## config.mk

```make
export PLATFORM = sky130hd
export DESIGN_NAME = pc1_stream_cipher_byte
export DESIGN_NICKNAME = d
export VERILOG_FILES = /design/src/design/pc1_pkg.sv /design/src/design/pc1_seq.sv /design/src/design/pc1_datapath.sv /design/src/design/pc1_stream_cipher_byte.sv
export VERILOG_INCLUDE_DIRS = /design/src /design/src/design
export SDC_FILE = /design/constraint.sdc
export NUM_CORES = 1
export LEC_CHECK = 0
export ABC_CLOCK_PERIOD_IN_PS = 19240
export BUFFER_PORTS_ARGS = -buffer_cell sky130_fd_sc_hd__buf_2
export CAP_MARGIN = 20
export CORE_UTILIZATION = 64
export CTS_CLUSTER_SIZE = 30
export DETAILED_ROUTE_END_ITERATION = 16
export GPL_TIMING_DRIVEN = 0
export HOLD_SLACK_MARGIN = 0.08
export PLACE_DENSITY = 0.82
export RECOVER_POWER = 25
export SKIP_LAST_GASP = 1
export SYNTH_ARGS = -nofsm -noshare
export SYNTH_HDL_FRONTEND = slang
export SYNTH_SLANG_ARGS = --single-unit
```

## constraint.sdc

```tcl
create_clock -name clk -period 19.24 [get_ports clk]
set_input_delay 0.962 -clock clk [delete_from_list [all_inputs] [get_ports clk]]
set_output_delay 0.962 -clock clk [all_outputs]
set_load 0.01 [all_outputs]
```

## src/design/pc1_stream_cipher_byte_macros.svh

```systemverilog
// Assertion macros shared by the PC1 cipher RTL.
`ifndef PC1_STREAM_CIPHER_BYTE_MACROS_SVH
`define PC1_STREAM_CIPHER_BYTE_MACROS_SVH

// Same-cycle implication, checked out of reset.
`define PC1_ASSERT_IMPLY(label, clk_s, rstn_s, ante, cons) \
    label: assert property (@(posedge clk_s) disable iff (!rstn_s) (ante) |-> (cons)) \
        else $error("pc1 check failed: same-cycle implication");

// Next-cycle implication, checked out of reset.
`define PC1_ASSERT_NEXT(label, clk_s, rstn_s, ante, cons) \
    label: assert property (@(posedge clk_s) disable iff (!rstn_s) (ante) |=> (cons)) \
        else $error("pc1 check failed: next-cycle implication");

`endif

```

## src/design/pc1_pkg.sv

```systemverilog
// Package: constants, control word types and microcode store of the PC1 cipher.
`timescale 1ns / 1ps

package pc1_pkg;

    localparam logic [15:0] PC1_MUL_P = 16'h015a;
    localparam logic [15:0] PC1_MUL_W = 16'h4e35;

    localparam int KEY_W   = 128;
    localparam int STEP_W  = 4;
    localparam int RND_W   = 3;
    localparam int CFG_IDX_W = 2;

    typedef logic [STEP_W-1:0] step_t;
    typedef logic [RND_W-1:0]  rnd_t;
    typedef logic [CFG_IDX_W-1:0] cfg_idx_t;

    // register indexes of the configuration port
    localparam cfg_idx_t REG_KEY_HIGH     = 2'd0;
    localparam cfg_idx_t REG_KEY_LOW      = 2'd1;
    localparam cfg_idx_t REG_DECRYPT_MODE = 2'd2;

    // program layout
    localparam step_t STEP_IDLE       = 4'd0;
    localparam step_t STEP_ROUND0     = 4'd1;
    localparam step_t STEP_ROUND_LAST = 4'd8;
    localparam step_t STEP_FINISH     = 4'd9;

    // condition that keeps the step counter where it is
    typedef enum logic [1:0] {
        HC_NONE,
        HC_NO_INPUT,
        HC_OUT_BUSY
    } hold_cond_t;

    // one microcode word
    typedef struct packed {
        logic       accept;
        logic       round;
        logic       finish;
        rnd_t       rnd_idx;
        hold_cond_t hold_cond;
        step_t      next_step;
    } ucode_t;

    // sequencer to datapath
    typedef struct packed {
        logic accept_fire;
        logic round_en;
        rnd_t rnd_idx;
        logic finish_fire;
    } dp_ctrl_t;

    // datapath to sequencer
    typedef struct packed {
        logic out_busy;
    } dp_stat_t;

    function automatic ucode_t ucode_rom(input step_t step);
        ucode_t w;
        w = '{accept: 1'b0, round: 1'b0, finish: 1'b0, rnd_idx: '0,
              hold_cond: HC_NONE, next_step: STEP_IDLE};
        case (step)
            STEP_IDLE:
            begin
                w.accept    = 1'b1;
                w.hold_cond = HC_NO_INPUT;
                w.next_step = STEP_ROUND0;
            end
            STEP_FINISH:
            begin
                w.finish    = 1'b1;
                w.hold_cond = HC_OUT_BUSY;
                w.next_step = STEP_IDLE;
            end
            default:
            begin
                if (step inside {[STEP_ROUND0:STEP_ROUND_LAST]})
                begin
                    w.round     = 1'b1;
                    w.rnd_idx   = RND_W'(step - STEP_ROUND0);
                    w.next_step = (step == STEP_ROUND_LAST) ? STEP_FINISH : step_t'(step + 1'b1);
                end
            end
        endcase
        return w;
    endfunction

endpackage

```

## src/design/pc1_seq.sv

```systemverilog
// Microcode sequencer: step counter, control store lookup and hold conditions.
`timescale 1ns / 1ps

module pc1_seq (
    input  logic              clk,
    input  logic              rst_n,
    input  logic              in_valid,
    input  pc1_pkg::dp_stat_t stat,
    output logic              in_ready,
    output pc1_pkg::dp_ctrl_t ctrl
);

    pc1_pkg::step_t  step_reg;
    pc1_pkg::step_t  step_next;
    pc1_pkg::ucode_t uw;
    logic            hold;

    assign uw = pc1_pkg::ucode_rom(step_reg);

    always_comb
    begin
        case (uw.hold_cond)
            pc1_pkg::HC_NO_INPUT: hold = !in_valid;
            pc1_pkg::HC_OUT_BUSY: hold = stat.out_busy;
            default:              hold = 1'b0;
        endcase
        step_next = hold ? step_reg : uw.next_step;
    end

    assign in_ready         = uw.accept;
    assign ctrl.accept_fire = uw.accept && in_valid;
    assign ctrl.round_en    = uw.round;
    assign ctrl.rnd_idx     = uw.rnd_idx;
    assign ctrl.finish_fire = uw.finish && !stat.out_busy;

    always_ff @(posedge clk or negedge rst_n)
    begin
        if (!rst_n)
            step_reg <= pc1_pkg::STEP_IDLE;
        else
            step_reg <= step_next;
    end

endmodule

```

## src/design/pc1_datapath.sv

```systemverilog
// Datapath: running key, round unit with constant multipliers, output register.
`timescale 1ns / 1ps

module pc1_datapath (
    input  logic                      clk,
    input  logic                      rst_n,
    input  pc1_pkg::dp_ctrl_t         ctrl,
    input  logic [7:0]                data_byte,
    input  logic                      start_req,
    input  logic [63:0]               key_high,
    input  logic [63:0]               key_low,
    input  logic                      decrypt_mode,
    input  logic                      out_ready,
    output logic                      out_valid,
    output logic [7:0]                out_byte,
    output pc1_pkg::dp_stat_t         stat
);

    logic [pc1_pkg::KEY_W-1:0] key_reg;
    logic [pc1_pkg::KEY_W-1:0] key_next;
    logic [15:0] cs_reg, cs_next;
    logic [15:0] cp_reg, cp_next;
    logic [15:0] prev_reg, prev_next;
    logic [15:0] acc_reg, acc_next;
    logic [7:0]  data_reg;
    logic        out_valid_reg, out_valid_next;
    logic [7:0]  out_byte_reg;

    logic [15:0] w;
    logic [31:0] prod_p, prod_c, prod_w;
    logic [15:0] cs_plus_j;
    logic [7:0]  result;
    logic [7:0]  feed;

    // round j: keyword sits in the top 16 bits; key rotates by one word per round
    assign w         = key_reg[pc1_pkg::KEY_W-1 -: 16]
                       ^ ((ctrl.rnd_idx == '0) ? 16'h0000 : prev_reg);
    assign cs_plus_j = cs_reg + 16'(ctrl.rnd_idx);
    assign prod_p    = w * pc1_pkg::PC1_MUL_P;
    assign prod_c    = cs_plus_j * pc1_pkg::PC1_MUL_W;
    assign prod_w    = w * pc1_pkg::PC1_MUL_W;

    assign result = data_reg ^ acc_reg[15:8] ^ acc_reg[7:0];
    assign feed   = decrypt_mode ? result : data_reg;

    assign stat.out_busy = out_valid_reg && !out_ready;

    always_comb
    begin
        key_next       = key_reg;
        cs_next        = cs_reg;
        cp_next        = cp_reg;
        prev_next      = prev_reg;
        acc_next       = acc_reg;
        out_valid_next = out_valid_reg && !out_ready;
        if (ctrl.accept_fire)
        begin
            acc_next = 16'h0000;
            if (start_req)
            begin
                key_next = {key_high, key_low};
                cs_next  = 16'h0000;
                cp_next  = 16'h0000;
            end
        end
        if (ctrl.round_en)
        begin
            cs_next   = prod_c[15:0] + prod_p[15:0] + cp_reg;
            cp_next   = prod_p[15:0];
            prev_next = prod_w[15:0] + 16'h0001;
            acc_next  = acc_reg ^ prev_next ^ cs_next;
            key_next  = {key_reg[pc1_pkg::KEY_W-17:0], key_reg[pc1_pkg::KEY_W-1 -: 16]};
        end
        if (ctrl.finish_fire)
        begin
            key_next       = key_reg ^ {(pc1_pkg::KEY_W/8){feed}};
            out_valid_next = 1'b1;
        end
    end

    always_ff @(posedge clk or negedge rst_n)
    begin
        if (!rst_n)
        begin
            key_reg       <= '0;
            cs_reg        <= '0;
            cp_reg        <= '0;
            out_valid_reg <= 1'b0;
        end
        else
        begin
            key_reg       <= key_next;
            cs_reg        <= cs_next;
            cp_reg        <= cp_next;
            out_valid_reg <= out_valid_next;
        end
    end

    // payload, no reset
    always_ff @(posedge clk)
    begin
        prev_reg <= prev_next;
        acc_reg  <= acc_next;
        if (ctrl.accept_fire)
            data_reg <= data_byte;
        if (ctrl.finish_fire)
            out_byte_reg <= result;
    end

    assign out_valid = out_valid_reg;
    assign out_byte  = out_byte_reg;

endmodule

```

## src/design/pc1_stream_cipher_byte.sv

```systemverilog
// Top level of the PC1 byte stream cipher (128-bit key).
`timescale 1ns / 1ps
`include "pc1_stream_cipher_byte_macros.svh"

// PC1 byte cipher, one item in and one item out per byte. An item with
// start_req set reloads the 16-byte running key from key_high/key_low and
// clears the two 16-bit chaining words before it is processed. The result
// register is loaded by the finish step, and a new item is taken only after
// the finish step of the previous one: one accept step, eight round steps on
// a single round unit (three 16x16 constant multipliers, one round per
// cycle), and one finish step that forms out_byte and xors the feedback
// byte into the key. The microcode program sets this order; a stalled
// output holds the finish step.
// The next item is accepted while an earlier result still waits in the
// output register. decrypt_mode picks which byte feeds the key update
// (input when encrypting, output when decrypting). Configuration writes are
// always taken (cfg_ready is tied high); index 3 is ignored. Key writes only
// take effect at the next start item.
module pc1_stream_cipher_byte (
    input  logic        clk,
    input  logic        rst_n,
    // configuration
    input  logic        cfg_valid,
    output logic        cfg_ready,
    input  logic [1:0]  cfg_index,
    input  logic [63:0] cfg_data,
    // input items
    input  logic        in_valid,
    output logic        in_ready,
    input  logic [7:0]  data_byte,
    input  logic        start_req,
    // result items
    output logic        out_valid,
    input  logic        out_ready,
    output logic [7:0]  out_byte
);

    logic [63:0] key_high_reg;
    logic [63:0] key_low_reg;
    logic        decrypt_mode_reg;
    logic        cfg_fire;

    pc1_pkg::dp_ctrl_t ctrl;
    pc1_pkg::dp_stat_t stat;

    assign cfg_ready = 1'b1;
    assign cfg_fire  = cfg_valid && cfg_ready;

    // configuration registers
    always_ff @(posedge clk or negedge rst_n)
    begin
        if (!rst_n)
        begin
            key_high_reg     <= '0;
            key_low_reg      <= '0;
            decrypt_mode_reg <= 1'b0;
        end
        else if (cfg_fire)
        begin
            case (cfg_index)
                pc1_pkg::REG_KEY_HIGH:     key_high_reg     <= cfg_data;
                pc1_pkg::REG_KEY_LOW:      key_low_reg      <= cfg_data;
                pc1_pkg::REG_DECRYPT_MODE: decrypt_mode_reg <= cfg_data[0];
                default:                   ;
            endcase
        end
    end

    // program sequencer
    pc1_seq u_seq (
        .clk      (clk),
        .rst_n    (rst_n),
        .in_valid (in_valid),
        .stat     (stat),
        .in_ready (in_ready),
        .ctrl     (ctrl)
    );

    // round datapath and output register
    pc1_datapath u_dp (
        .clk          (clk),
        .rst_n        (rst_n),
        .ctrl         (ctrl),
        .data_byte    (data_byte),
        .start_req    (start_req),
        .key_high     (key_high_reg),
        .key_low      (key_low_reg),
        .decrypt_mode (decrypt_mode_reg),
        .out_ready    (out_ready),
        .out_valid    (out_valid),
        .out_byte     (out_byte),
        .stat         (stat)
    );

    // once an item is taken the block stays busy for the rounds
    `PC1_ASSERT_NEXT(a_busy_after_accept, clk, rst_n, in_valid && in_ready, !in_ready && ctrl.round_en)
    // rounds never overlap with taking a new item
    `PC1_ASSERT_IMPLY(a_round_not_idle, clk, rst_n, ctrl.round_en, !in_ready && !ctrl.finish_fire)
    // a finished byte always shows up at the output
    `PC1_ASSERT_NEXT(a_finish_gives_out, clk, rst_n, ctrl.finish_fire, out_valid)

endmodule
```

==> flow_summary.yaml, run 1 <==
floorplanning:
  coreArea_sq_um: 32900
  die_h_um: 186
  num_io_pins: 91
  start_util_pct: 65.9
  fp.dieW_um: 186
  die-area_sq_um: 34600
  num_rows: 66
final_layout:
  final_nets: 2633
  syn2layout_area_growth_pct: 10.2
  drive_gt1_share_pct: 13.2
  antenna_cells: 0
  largest_reg_flops: 128
  layout_commonest_cell: "nand2_1"
  final_util_pct: 72.6
  mostFrequentLayoutCells: "437 x nand2_1, 293 x dfrtp_1, 242 x inv_1"
  final_cell_area_sq_um: 23800
placed_design:
  gp_congestion: 0.990
  io_buffers: 89
  place_area_sq_um: 22700
  hpwlAfterDp_um: 46500
setup_path:
  critPathTopFamily: "adder cells"
  cp.arrival_ns: 11.07
  cp_slowest_cell: "xnor2_1"
  path_buf_inv: 6
  cpMostUsedCell: "xnor2_1"
  required_ns: 19.51
  rr_worst_depth: 38
  r2r_slack_ns: 8.43
  reg2reg_to: "u_dp.acc_reg[15]"
  slowest_delay_ns: 0.66
  crit_type: "flip-flop to flip-flop"
  cp_max_fo: 10
  r2r-start: "u_seq.step_reg[0]"
  startpoint_type: "flip-flop"
  end_kind: "flip-flop"
detailed_routing:
  detail_route.wl_per_cell_um: 22.2
  dr.pass1.iters: 9
  via_per_inst: 6.04
  vias: 16600
  routed_wl_um: 61000
  drc_errors: 0
  drtIter0Drc: 1715
  ant_nets: 0
timing:
  finalSetupTns_ns: 0
  worst_pin_slew_ns: 6.53
  finalSetupViolCount: 0
  finalHoldViolations: 0
  finalCritPeriodShare_pct: 56.2
  hold_ws_ns: 0.490
  maxSlewViolCount: 298
  rsz0062_at_grt: "no"
  fin_skew_ns: 0.0272
  fmax_ghz: 0.0925
  layout_min_cycle_time_ns: 10.81
  max_slew_margin_pct: -335
cts:
  clkLatencyLatePin_ns: 0.54
  cts-root-buf: "clkbuf_16"
  clkTransAtPathRegs_ns: 0.07
  postCtsSetupBuffers: 0
  h-tree-depth: 2
  cts_num_sinks: 341
  post_cts_resize_count: 0
  cts_buffers: 37
  cts_tree: "yes"
  cts_buffer_depth: 3
  ctsHoldBuffers: 0
min_path:
  hold_end: "u_dp.cp_reg[9]"
  holdCritPathClass: "flip-flop to flip-flop"
  min_path_cells: 2
  min_from: "u_dp.cp_reg[9]"
synthesis:
  syn_nets: 2502
  syn_area_per_cell_sq_um: 10.1
  ys_types: 58
  ys_ff_latch: 341
  yosys_warnings: 0
  ys_seq_area_share_pct: 40.5
  syn_inst: 2144
  synthArstFlopShare_pct: 85.9
  synthFlopType: "dfrtp_1"
  yosys-top-cells-area: "dfrtp_1 34%, fa_1 10%, ha_1 9.8%"
  synth_edf_count: 48
  syn_area_sq_um: 21600
  yosys.area.top_type: "dfrtp_1"
  synth_top_area_share_pct: 33.9
global_routing:
  grt.overflow.total: 0
  antenna_found_initial: 0
  grt_max_degree: 126
  track_usage_pct: 37.0
  grt_pass1_vias: 17100
  grt_first_pass_wirelength_um: 94300
status:
  status: "finished, violations left"
  violations: "capacitance limit, slew limit"
job:
  maxCapViolations: 3
[synth_stat cells (all sizes together), types with 42 or more instances]
library cell,number
nor2,42
clkbuf,74
dfrtp,293
ha,169
a31oi,129
fa,109
nand2,437
xnor2,122
o21ai,161
inv,247
mux2,129
edfxtp,48
[worst register-to-register path, delay by kind of cell, from the launching register on]
kind	cells	cell delay [ns]
xor+xnor	11	2.93
buf+inv	6	0.90
fa+ha+maj	11	4.67
compound gates	3	0.62
simple gates	7	0.99
flops	1	0.48
[worst max path at each step]
stage	start	endpoint	slack, ns	cells past startpoint
after floorplan	u_seq.step_reg[0]	u_dp.acc_reg[14]	10.25	39
after global placement	u_seq.step_reg[0]	u_dp.acc_reg[15]	8.90	39
after detailed placement	u_seq.step_reg[0]	u_dp.acc_reg[15]	8.68	39
after CTS	u_seq.step_reg[0]	u_dp.acc_reg[15]	8.62	39
after global routing	u_seq.step_reg[0]	u_dp.acc_reg[15]	7.90	39
final	u_seq.step_reg[0]	u_dp.acc_reg[15]	8.43	38
[layout make-up]
class                   instances  area (sq um)
fillers                      2428          9020
multi-input cells            1469         11600
well taps                     442           553
flip-flops and latches        341          8770
plain buffers                  87           344
clock inverters                13           134
inverters                     247           927
repair buffers                 92           479
clock buffers                  53          1040
[metrics by stage]
| stage | cells | setup slack, ns |
|---|---|---|
| CTS | 2744 | 8.62 |
| finish | 2744 | 8.43 |
| global route | 2744 | 7.90 |
| floorplan | 2144 | 10.25 |
| detailed placement | 2678 | 8.68 |
| global placement | 2675 | 8.90 |
[logic make-up after synthesis]
logic type	share of synthesized area (%)
compound gates	10.2
other cells	0.0173
fa+ha+maj	19.8
simple gates	9.63
flops	40.5
xor+xnor	6.80
mux	7.08
buf+inv	5.87
[per-layer routing]
metal / up-vias / global-route usage [%] / part of all wire [%] / routed length (um)
met5: - / 0 / 0 / 0
met4: 0 / 26.7 / 8.4 / 5100
met3: 248 / 5.24 / 7.2 / 4420
met2: 857 / 60.0 / 47 / 28600
met1: 8109 / 45.5 / 38 / 22900
li1: 7367 / - / - / -
Power of run 1 is not shown: default switching activity piles up to over one toggle a cycle in this logic, so the estimate is an artifact.
==> inputs of run 2 (changes only) <==
Settings changed: ABC_AREA set to 1, ABC_CLOCK_PERIOD_IN_PS 19240 to 10400.
Clock period 19.24 ns to 10.4 ns, I/O delays scaled along.
==> run 2 against run 1 <==
  * Area after synthesis grew 8.8%
  * Fmax grew 10%
  * Critical endpoint unchanged
  * Hold slack lost 0.34 ns
  * Sequential share of layout area shrank 3.1 points
  * Register-to-register slack lost 7.8 ns
  * Design area grew 9.2%
  * Cell count grew 29%
  * Sequential cell count is the same
  * Global-route usage grew 6.6 points
  * Non-clock buffer count grew 67
  * Synthesized cell count grew 36%
  * The flow still finishes with violations (capacitance limit, slew limit)
  * Die area grew 8.8%
==> flow_summary.yaml, run 2 <==
status:
  status: "finished, violations left"
  violations: "capacitance limit, slew limit"
setup_path:
  cp_slowest_cell: "fa_1"
  required_ns: 10.71
  end_kind: "flip-flop"
  slowest_delay_ns: 0.59
  critPathTopFamily: "adder cells"
  startpoint_type: "flip-flop"
  crit_type: "flip-flop to flip-flop"
  cp_max_fo: 10
  path_buf_inv: 11
  cpMostUsedCell: "nand2_1"
  cp.arrival_ns: 10.10
timing:
  finalCritPeriodShare_pct: 94.2
  maxSlewViolCount: 298
  layout_min_cycle_time_ns: 9.79
  worst_pin_slew_ns: 5.35
  finalSetupTns_ns: 0
  finalHoldViolations: 0
  max_slew_margin_pct: -256
  hold_ws_ns: 0.152
  fin_skew_ns: 0.0193
  fmax_ghz: 0.102
  finalSetupViolCount: 0
synthesis:
  ys_seq_area_share_pct: 37.2
  syn_area_per_cell_sq_um: 8.09
  syn_area_sq_um: 23600
  synthFlopType: "dfrtp_1"
  ys_types: 40
  synth_edf_count: 48
  syn_nets: 3270
  synth_most_common_cell: "o21ai_0"
  yosys-top-cells-count: "424 x o21ai_0, 423 x inv_1, 377 x nor2_1, 365 x nand2_1, 293 x dfrtp_1"
  yosys-top-cells-area: "dfrtp_1 31%, fa_1 9.3%, o21ai_0 9.0%"
  yosys_warnings: 0
  yosys.area.top_type: "dfrtp_1"
  synthArstFlopShare_pct: 85.9
  synth_top_area_share_pct: 31.1
  ys_ff_latch: 341
  syn_inst: 2912
final_layout:
  drive_gt1_share_pct: 5.72
  antenna_cells: 0
  largest_reg_flops: 128
  final_nets: 3408
  syn2layout_area_growth_pct: 10.5
  final_cells: 3539
  num-fill-cells: 2763
  mostFrequentLayoutCells: "423 x inv_1, 423 x o21ai_0, 374 x nor2_1"
detailed_routing:
  drc_errors: 0
  ant_nets: 0
  vias: 22000
  routed_wl_um: 81100
  dr.pass1.iters: 6
  detail_route.wl_per_cell_um: 22.9
  drtIter0Drc: 2632
  via_per_inst: 6.22
cts:
  cts_num_sinks: 341
  cts_buffers: 39
  clkLatencyLatePin_ns: 0.56
  h-tree-depth: 2
  cts_buffer_depth: 3
  cts_tree: "yes"
  cts-root-buf: "clkbuf_16"
  clkTransAtPathRegs_ns: 0.06
floorplanning:
  die_h_um: 194
  fp.dieW_um: 194
  start_util_pct: 65.6
  die-area_sq_um: 37600
  num_io_pins: 91
  num_rows: 69
  coreArea_sq_um: 35900
placed_design:
  gp_congestion: 1.01
  place_inst: 3466
  io_buffers: 89
  hpwlAfterDp_um: 60500
global_routing:
  grt_pass1_vias: 21600
  grt_max_degree: 117
  antenna_found_initial: 0
  track_usage_pct: 43.6
  grt_first_pass_wirelength_um: 123000
  grt.overflow.total: 0
job:
  maxCapViolations: 3
min_path:
  holdCritPathClass: "primary input to flip-flop"
## run 2: logic make-up (layout without fill, tap and decap cells)
| group | after synthesis | count (layout) | share of synthesized area [%] |
|---|---|---|---|
| XOR/XNOR | 99 | 99 | 3.71 |
| other | 1 | 1 | 0.0159 |
| AO/OA/AOI/OAI | 771 | 771 | 17.3 |
| flip-flops | 341 | 341 | 37.2 |
| adder cells (fa/ha/maj) | 278 | 278 | 18.2 |
| buffers and inverters | 576 | 742 | 9.25 |
| AND/OR/NAND/NOR | 846 | 846 | 14.3 |
## run 2: repair_timing
| action | 4_1_cts | 5_1_grt |
|---|---|---|
| setup endpoints to repair | 0 | 7 |
| setup buffers | 0 | 3 |
| hold buffers | 1 | 0 |
| hold endpoints to repair | 75 | 0 |
| gates resized for setup | 0 | 15 |
## run 2: final timing paths
kind	from	endpoint	slack [ns]	cells after the start
max in group asynchronous	rst_n	key_high_reg[21]	1.60	3
max	u_seq.step_reg[0]	u_dp.acc_reg[15]	0.61	49
min in group asynchronous	rst_n	u_dp.cp_reg[14]	2.00	2
min reg2reg	key_low_reg[32]	key_low_reg[32]	0.48	2
max reg2reg	u_seq.step_reg[0]	u_dp.acc_reg[15]	0.61	49
min	data_byte[3]	u_dp.data_reg[3]	0.15	1
## run 2: through the flow
stage / util (%) / worst slack (ns) / area (sq um)
after floorplan: - / 1.51 / 23600
after global placement: 68.5 / 0.297 / 24600
after detailed placement: 68.7 / 0.163 / 24700
after CTS: 72.3 / 0.109 / 26000
after global routing: 72.5 / -0.0301 / 26000
final: 72.5 / 0.607 / 26000
## run 2: per-layer routing
| layer | GRT usage (%) | routed length, um | share of wire, % | vias to the layer above |
|---|---|---|---|---|
| met5 | 0 | 0 | 0 | - |
| met4 | 32.2 | 7020 | 8.7 | 0 |
| met3 | 7.53 | 7530 | 9.3 | 383 |
| met2 | 69.7 | 36900 | 45 | 1369 |
| met1 | 53.5 | 29700 | 37 | 10500 |
| li1 | - | - | - | 9767 |
## run 2: area by class of cell
| type | instances | area, sq um | area share, % |
|---|---|---|---|
| buffer | 149 | 576 | 2.21 |
| sequential | 341 | 8770 | 33.7 |
| tap | 461 | 577 | 2.22 |
| multi-input combinational | 1995 | 12700 | 48.8 |
| inverter | 427 | 1600 | 6.16 |
| clock buffer | 60 | 1180 | 4.52 |
| clock inverter | 9 | 110 | 0.423 |
| timing repair buffer | 97 | 513 | 1.97 |
Power of run 2 is left out for the same reason.
